`config.mk`:
```
export PLATFORM = sky130hd
export DESIGN_NAME = ple_cell
export DESIGN_NICKNAME = d
export VERILOG_FILES = /design/src/hdl/ple_pkg.sv /design/src/hdl/ple_cell.sv
export SDC_FILE = /design/constraint.sdc
export NUM_CORES = 1
export LEC_CHECK = 0
export BUFFER_PORTS_ARGS = -buffer_cell sky130_fd_sc_hd__buf_2
export CAP_MARGIN = 0
export CORE_AREA = 2 2 158 160
export DETAILED_ROUTE_END_ITERATION = 16
export DIE_AREA = 0 0 160 162
export SLEW_MARGIN = 20
export SYNTH_ARGS = -nofsm -noshare
export SYNTH_HDL_FRONTEND = slang
export SYNTH_SLANG_ARGS = --single-unit
```
`constraint.sdc`:
```
create_clock -name aclk -period 8.6 [get_ports aclk]
set_clock_uncertainty 0.1 [all_clocks]
set_input_delay 2.58 -clock aclk [delete_from_list [all_inputs] [get_ports aclk]]
set_output_delay 2.58 -clock aclk [all_outputs]
set_load 0.01 [all_outputs]
```
`src/hdl/ple_pkg.sv`:
```
// ple_pkg: shared constants, request and status codes, and the cell and tree
// record types of the positional list engine
// no dependencies; imported by every module of the engine
`default_nettype none

package ple_pkg;

    // list capacity and derived widths
    localparam int DEPTH  = 512;
    localparam int IDX_W  = (DEPTH > 1) ? $clog2(DEPTH) : 1;
    localparam int CNT_W  = $clog2(DEPTH + 1);

    // fixed field widths of the stream payload
    localparam int REQ_W  = 3;
    localparam int POS_W  = 9;
    localparam int KEY_W  = 64;
    localparam int AGE_W  = 8;
    localparam int STAT_W = 2;
    localparam int OIDX_W = 9;
    localparam int OCNT_W = 10;

    localparam int S_TDATA_W = 88;
    localparam int S_TUSER_W = REQ_W;
    localparam int M_TDATA_W = 96;
    localparam int M_TUSER_W = STAT_W;

    // width wide enough to compare a position with the count
    localparam int CMP_W = (CNT_W > POS_W) ? CNT_W : POS_W;

    // registered selection tree, eight children per node
    localparam int RADIX       = 8;
    localparam int TREE_LVL    = (IDX_W + 2) / 3;
    localparam int TREE_LEAVES = RADIX ** TREE_LVL;
    localparam int LVL_W       = $clog2(TREE_LVL + 1);

    // number of nodes on a tree level (level 1 sits just above the leaves)
    function automatic int lvl_size(int lv);
        return RADIX ** (TREE_LVL - lv);
    endfunction

    // first slot of a tree level in the flat node store
    function automatic int lvl_off(int lv);
        int acc;
        acc = 0;
        for (int k = 1; k < lv; k++) begin
            acc = acc + lvl_size(k);
        end
        return acc;
    endfunction

    localparam int TREE_NODES = lvl_off(TREE_LVL + 1);

    typedef enum logic [REQ_W-1:0] {
        REQ_INSERT     = 3'd0,
        REQ_DELETE     = 3'd1,
        REQ_READ_FRONT = 3'd2,
        REQ_READ_BACK  = 3'd3,
        REQ_SEARCH     = 3'd4,
        REQ_CLEAR      = 3'd5
    } req_t;

    typedef enum logic [STAT_W-1:0] {
        ST_OK     = 2'd0,
        ST_ABSENT = 2'd1,
        ST_FULL   = 2'd2
    } status_t;

    // one candidate entry travelling up the selection tree
    typedef struct packed {
        logic             hit;
        logic [IDX_W-1:0] idx;
        logic [KEY_W-1:0] key;
        logic [AGE_W-1:0] age;
    } node_t;

    // broadcast from the sequencer to every cell
    typedef struct packed {
        logic             shift_up;
        logic             shift_dn;
        logic             find_key;
        logic [IDX_W-1:0] tgt;
        logic [CNT_W-1:0] cnt;
        logic [KEY_W-1:0] key;
        logic [AGE_W-1:0] age;
    } ctrl_t;

endpackage

`default_nettype wire

```
`src/hdl/ple_cell.sv`:
```
// ple_cell: one list slot holding a key and an age, shifting to or from its
// neighbours and flagging itself for the selection tree
// depends on ple_pkg
`default_nettype none

module ple_cell (
    input  logic                         aclk,
    input  logic [ple_pkg::IDX_W-1:0]    cell_idx,
    input  ple_pkg::ctrl_t               ctrl_i,
    input  logic [ple_pkg::KEY_W-1:0]    left_key_i,
    input  logic [ple_pkg::AGE_W-1:0]    left_age_i,
    input  logic [ple_pkg::KEY_W-1:0]    right_key_i,
    input  logic [ple_pkg::AGE_W-1:0]    right_age_i,
    output logic [ple_pkg::KEY_W-1:0]    key_o,
    output logic [ple_pkg::AGE_W-1:0]    age_o,
    output ple_pkg::node_t               node_o
);
    import ple_pkg::*;

    logic [KEY_W-1:0] key_reg, key_next;
    logic [AGE_W-1:0] age_reg, age_next;
    logic             hit;

    // insert: slots above the target take the left neighbour, target takes the new entry
    // delete: slots from the target up take the right neighbour
    always_comb begin
        key_next = key_reg;
        age_next = age_reg;
        if (ctrl_i.shift_up) begin
            if (cell_idx > ctrl_i.tgt) begin
                key_next = left_key_i;
                age_next = left_age_i;
            end else if (cell_idx == ctrl_i.tgt) begin
                key_next = ctrl_i.key;
                age_next = ctrl_i.age;
            end
        end else if (ctrl_i.shift_dn) begin
            if (cell_idx >= ctrl_i.tgt) begin
                key_next = right_key_i;
                age_next = right_age_i;
            end
        end
    end

    always_ff @(posedge aclk) begin
        key_reg <= key_next;
        age_reg <= age_next;
    end

    // key match inside the live part of the list, or the addressed slot
    always_comb begin
        if (ctrl_i.find_key) begin
            hit = (key_reg == ctrl_i.key) && (CNT_W'(cell_idx) < ctrl_i.cnt);
        end else begin
            hit = (cell_idx == ctrl_i.tgt);
        end
    end

    assign key_o      = key_reg;
    assign age_o      = age_reg;
    assign node_o.hit = hit;
    assign node_o.idx = cell_idx;
    assign node_o.key = key_reg;
    assign node_o.age = age_reg;

endmodule

`default_nettype wire

```
Yosys cells after proc, flatten, opt, wreduce, memory -nomap -nowiden
Index checks and enable logic that the tools add are counted.
Widths: inputs -> output; s select.
{"block": "word_totals", "ff_bits": 72, "latchBits": 0, "ram_bits": 0, "romBits": 0, "out_inout_bits": 154, "word_cells": 23, "n_memories": 0}
{"block": "op_classes", "n_addsub": 0, "n_mul": 0, "n_div": 0, "order_cmp": 3, "eq_ne": 3, "shift": 0, "muxes": 11, "bitwise": 0, "reduce_logical": 4}
{"operator": "$mux 64", "count": 5}
{"operator": "$eq 64x64->1", "count": 1}
{"operator": "$mux 8", "count": 5}
{"operator": "$lt 9x10->1", "count": 1}
{"operator": "$eq 9x9->1", "count": 1}
{"operator": "$ge 9x9->1", "count": 1}
{"operator": "$gt 9x9->1", "count": 1}
{"operator": "$reduce_bool 2->1", "count": 2}
{"operator": "$ne 3x1->1 const B", "count": 1}
{"operator": "$reduce_and 3->1", "count": 1}
{"operator": "$logic_and 1x1->1", "count": 1}
{"operator": "$mux 1", "count": 1}

Logic depth before layout (Yosys ltp)
Gate-level depths: netlist of the first run.
{"block": "depth", "depth_word": 4, "ltp_mapped": 9, "ltp_nobuf": 7}

Least setup slack after synthesis of the first run
Ideal clock, no wire load.
{"block": "synth_path", "kind": "in2reg", "start": "input ctrl_i[84] (netlist bit)", "end": "register age_reg[0], in the netlist age_o[0], enable pin", "setup_ps": 526, "arrival_ps": 6909, "t_required_ps": 7974, "path_slack_ps": 1065, "stages": 6, "n_path_buf": 0, "path_cell_list": "inv_1 > ha_1 > a21oi_1 > o21ai_0 > o21ai_0 > a21oi_1"}
{"block": "synth_via", "elab_chain_cells": 3}
{"item": "from (decl)", "line": "ple_cell.sv:9", "text": "input ple_pkg::ctrl_t ctrl_i,"}
{"item": "$gt 9x9->1, or another cell as far along", "line": "ple_cell.sv:30", "text": "if (cell_idx > ctrl_i.tgt) begin"}
{"item": "$ne 3x1->1 (no line) / $reduce_bool 2->1 (equally long branches)"}
{"item": "$reduce_and 3->1 (no line) (*)"}
{"item": "to (signal assigned)", "line": "ple_cell.sv:47", "text": "age_reg <= age_next;"}
{"item": "to (decl)", "line": "ple_cell.sv:21", "text": "logic [AGE_W-1:0] age_reg, age_next;"}
Every way passes the cells marked *; elsewhere a longest branch is shown, timed or not.
A chain may end at the register's enable or synchronous reset.

==> results.toml, run 1 <==
[routing]
wire_per_inst_um = 21.5
routed.top_layer = "met5"
wl_mm = 29.0
vias = 7305
antenna_left = 0
route.detailed.drc = 0
viasPerCell = 5.43
dr_wl_met2_mm = 14.2
first_pass_iters = 5
wl_met3_mm = 2.02
drt_iter0_drc = 667
wl_met1_mm = 12.4

[cells_and_area]
area_growth_pct = 27.2
drive_gt1_share_pct = 41.9
layout_common_cells = "400 x buf_2, 86 x nand4_1, 75 x nand3_1, 73 x nor2b_1"
layout_commonest_cell = "buf_2"
final_cells = 1346
fin_nets = 1281
nFillCells = 2572

[sta]
setup_viol_count_final = 0
fmax_mhz = 140
period_share_pct = 83.2
tightest_slew_ns = 1.13
fin_setup_tns_ns = 0
hold_viol = 0
rsz0062_at_grt = "false"
fin_ws_ns = 1.45
slew_violations = 0
fin_crit_ns = 7.15
max-slew-margin-rel_pct = 24.3

[power]
power_uw = 1420
vdd_drop_max_v = 0.0000802
leakage_uw = 0.00360
power_density_nw_per_um2 = 166

[logic_synthesis]
syn_area_um2 = 6730
synth_cell_type_count = 36
synthCells = 758
syn-num-nets = 1023
ys_ff_latch = 72
yosysTopAreaCell = "edfxtp_1"
ys_warn_count = 0
ys_top_cells_by_area = "edfxtp_1 32%, buf_4 9.4%, o2111ai_1 9.4%, nand4_1 8.0%, nor2b_1 6.8%"
yosysTopAreaCellShare_pct = 32.1
synth_area_per_cell_um2 = 8.87
ys_seq_area_share_pct = 32.1

[clocking]
cts_buffers = 9
cts-root-buf = "clkbuf_16"
cts.sinks = 72
holdBufCountCts = 0
cts_tree = "built"
clk_path_buf_depth = 2
ctsResizeCount = 0
post_cts_buffers = 0
htree_levels = 3
path_clk_slew_ns = 0.06

[place]
numPlacedInstances = 1329
place_congestion = 0.848
hpwl_mm = 21.0
io_buffers = 401
place_worst_setup_slack_ns = 1.40

[global_routing]
grt_pass1_vias = 6584
track_usage_pct = 21.2
antenna_found_initial = 2
grt-ovfl-total = 0
grt_pass1_wl_mm = 41.8
grt_max_degree = 114

[floorplanning]
die_w_um = 160
die_y_um = 162
ios = 402
die-area_um2 = 25900
core_um2 = 24100
std_cell_rows = 57
initial_utilization_pct = 27.9

[critical_path]
setup.worst_path.start_class = "primary input"
crit_top_cell = "buf_2"
worstPathMaxFanout = 3
critPathRequiredTime_ns = 5.92
cp-end-kind = "output port"
crit_chain = "buf_2 -> xnor2_1 -> nand4_1 -> nor4_1 -> nand3_1 -> o32ai_1 -> buf_2"
critPathArrivalTime_ns = 4.47
cpPeakStageDelay_ns = 0.54
critPathSlowestCell = "xnor2_1"
criticalPathCategory = "primary input to output port"

[job]
max_cap_violations = 0

[min_path]
hold_class = "primary input to register"

[outcome]
outcome = "finished, final reports clean"
==> worst paths after layout <==
check | from | endpoint | slack (ns) | cells past startpoint
worst max-delay path | ctrl_i[12] | node_o[81] | 1.45 | 7
worst min-delay path | ctrl_i[1] | age_o[1]$_DFFE_PP_ | 2.47 | 3
==> where the power goes <==
| part | internal, uW | leakage, uW | total (uW) | switching, uW |
|---|---|---|---|---|
| registers | 459 | 0.000670 | 516 | 56.2 |
| clock network | 255 | 0.000150 | 415 | 160 |
| logic | 198 | 0.00278 | 488 | 290 |
| total | 912 | 0.00360 | 1420 | 506 |
==> cell type report <==
class / instances / area, um2 / share of cell area [%]
flip-flops and latches: 72 / 2160 / 25.3
diodes: 1 / 2.50 / 0.0292
clock inverters: 5 / 81.3 / 0.951
repair buffers: 407 / 2060 / 24.1
well taps: 324 / 405 / 4.74
multi-input cells: 498 / 3510 / 41.0
inverters: 28 / 105 / 1.23
clock buffers: 11 / 233 / 2.72
==> Yosys cell counts, drive strengths merged <==
cell	instances
nor2	3
and4b	1
and3	1
a221oi	1
nor2b	73
xor2	6
nand3b	1
buf	126
nand3	76
o22ai	4
o21ai	5
a21o	3
and4	2
a21oi	8
xnor2	49
inv	28
edfxtp	72
o2111ai	72
o21a	1
a22oi	2
nand4b	1
nand4	86
a31oi	72
nor4	6
a221o	1
clkbuf	34
ha	17
o32ai	1
o2bb2ai	1
nand2	5
==> state kept, by name, indices dropped and copies added (netlist names) <==
name / flops
age_o: 8
key_o: 64
==> cells by family after synthesis <==
kind of cell / Yosys count / share of synthesized area (%)
AND/OR/NAND/NOR: 255 / 22.2
buffers and inverters: 188 / 16.6
AO/OA/AOI/OAI: 171 / 18.7
flip-flops: 72 / 32.1
XOR/XNOR: 55 / 7.16
adder cells (fa/ha/maj): 17 / 3.16
==> metrics by stage <==
stage | utilization [%] | hold slack [ns] | area (um2)
2_1_floorplan | - | 2.71 | 6730
3_3_place_gp | 34.2 | 2.81 | 8240
3_5_place_dp | 34.2 | 2.82 | 8240
4_1_cts | 35.5 | 2.46 | 8550
5_1_grt | 35.5 | 2.48 | 8550
6_report | 35.5 | 2.47 | 8560
==> per-layer routing <==
layer,track usage (%),up-vias
li1,-,3391
met1,27.8,3490
met2,36.9,400
met3,3.42,22
met4,4.79,2
met5,0,-
==> worst max-delay path: cells and delay by family <==
family                 cells  cell delay [ns]
AO/OA/AOI/OAI              1             0.23
XOR/XNOR                   1             0.54
buffers and inverters      2             0.32
AND/OR/NAND/NOR            3             0.80
No activity file was read; power rests on OpenSTA's default activity.
==> run 2, diff against run 1 <==
- clock period: 8.6 -> 6.7 ns (I/O delays scaled with it)
==> results.toml, run 2 (same netlist as run 1, synthesis figures left out) <==
[outcome]
outcome = "finished, final reports clean"

[clocking]
cts_tree = "built"
clk_path_buf_depth = 2
cts-root-buf = "clkbuf_16"
holdBufCountCts = 0
cts.sinks = 72
ctsResizeCount = 0
post_cts_buffers = 0
cts_buffers = 9
htree_levels = 3
path_clk_slew_ns = 0.06

[power]
power_density_nw_per_um2 = 212
power_uw = 1830
vdd_drop_max_v = 0.0000837
leakage_uw = 0.00363

[floorplanning]
die_w_um = 160
die-area_um2 = 25900
die_y_um = 162
core_um2 = 24100
initial_utilization_pct = 27.9
std_cell_rows = 57
ios = 402

[cells_and_area]
fin_util_pct = 35.7
final_cells = 1348
fin_nets = 1284
nFillCells = 2586
drive_gt1_share_pct = 42.1
layout_commonest_cell = "buf_2"
area_growth_pct = 28.0
regArea_um2 = 2160
largest_reg_flops = 64
layout_common_cells = "400 x buf_2, 86 x nand4_1, 75 x nand3_1, 73 x nor2b_1"
multi_input_area_um2 = 3510
n_antenna_cell = 0

[sta]
fin_setup_tns_ns = 0
fmax_mhz = 166
slew_violations = 0
rsz0062_at_grt = "false"
tightest_slew_ns = 1.02
max-slew-margin-rel_pct = 31.9
fin_crit_ns = 6.03
hold_viol = 0
setup_viol_count_final = 0
period_share_pct = 90.0

[critical_path]
critPathArrivalTime_ns = 3.92
setup.worst_path.start_class = "primary input"
critPathRequiredTime_ns = 4.59
cp-end-kind = "output port"
crit_start = "ctrl_i[12]"
criticalPathCategory = "primary input to output port"
worstPathMaxFanout = 3

[global_routing]
grt_pass1_vias = 6665
grt_max_degree = 97
track_usage_pct = 21.8
antenna_found_initial = 0
grt-ovfl-total = 0
grt_pass1_wl_mm = 42.8

[min_path]
worstHoldEndpoint = "age_o[4]$_DFFE_PP_"
worstHoldPathCells = 3
holdCritStartpoint = "ctrl_i[4]"
hold_class = "primary input to register"

[place]
io_buffers = 401
place_congestion = 0.856
hpwl_mm = 21.6
numPlacedInstances = 1332

[routing]
vias = 7289
first_pass_iters = 5
drt_iter0_drc = 613
wire_per_inst_um = 22.0
antenna_left = 0
route.detailed.drc = 0
viasPerCell = 5.41
wl_mm = 29.6

[job]
max_cap_violations = 0
==> run 2: per-layer routing <==
metal  vias to the layer above  global-route usage [%]  routed length [um]
met1                      3527                    29.2               13000
met5                         -                       0                   0
met2                       347                    37.3               14500
li1                       3390                       -                   -
met4                         0                    4.75                 433
met3                        25                    3.58                1720
==> run 2: worst max path at each step <==
stage               cells after the start  slack, ns                  to
global placement                        7       0.50          node_o[81]
floorplan                               7       1.24  age_o[0]$_DFFE_PP_
global route                            7       0.43          node_o[81]
detailed placement                      7       0.55          node_o[81]
CTS                                     7       0.53          node_o[81]
finish                                  7       0.67          node_o[81]
==> run 2: final cells by class <==
type                       instances  area share [%]
clock inverter                     6           0.974
multi-input combinational        498            40.7
tap                              324            4.71
timing repair buffer             410            24.6
sequential                        72            25.1
clock buffer                      10            2.66
inverter                          28            1.22
==> run 2: stage by stage <==
stage | hold WS [ns] | worst slack, ns | area (um2)
after CTS | 1.88 | 0.532 | 8610
final | 1.90 | 0.671 | 8610
after detailed placement | 2.26 | 0.547 | 8290
after floorplan | 2.14 | 1.24 | 6730
after global placement | 2.25 | 0.498 | 8270
after global routing | 1.90 | 0.433 | 8610
==> run 2: critical path: stages <==
cell	delay, ns
buf_2	0.13
xnor2_1	0.50
nand4_1	0.27
nor4_1	0.33
nand3_1	0.13
o32ai_1	0.34
buf_2	0.21
==> run 2: power breakdown <==
part	internal (uW)	switching (uW)	leakage (uW)
clock network	325	208	0.000146
registers	589	74.8	0.000670
logic	257	372	0.00281
total	1170	655	0.00363
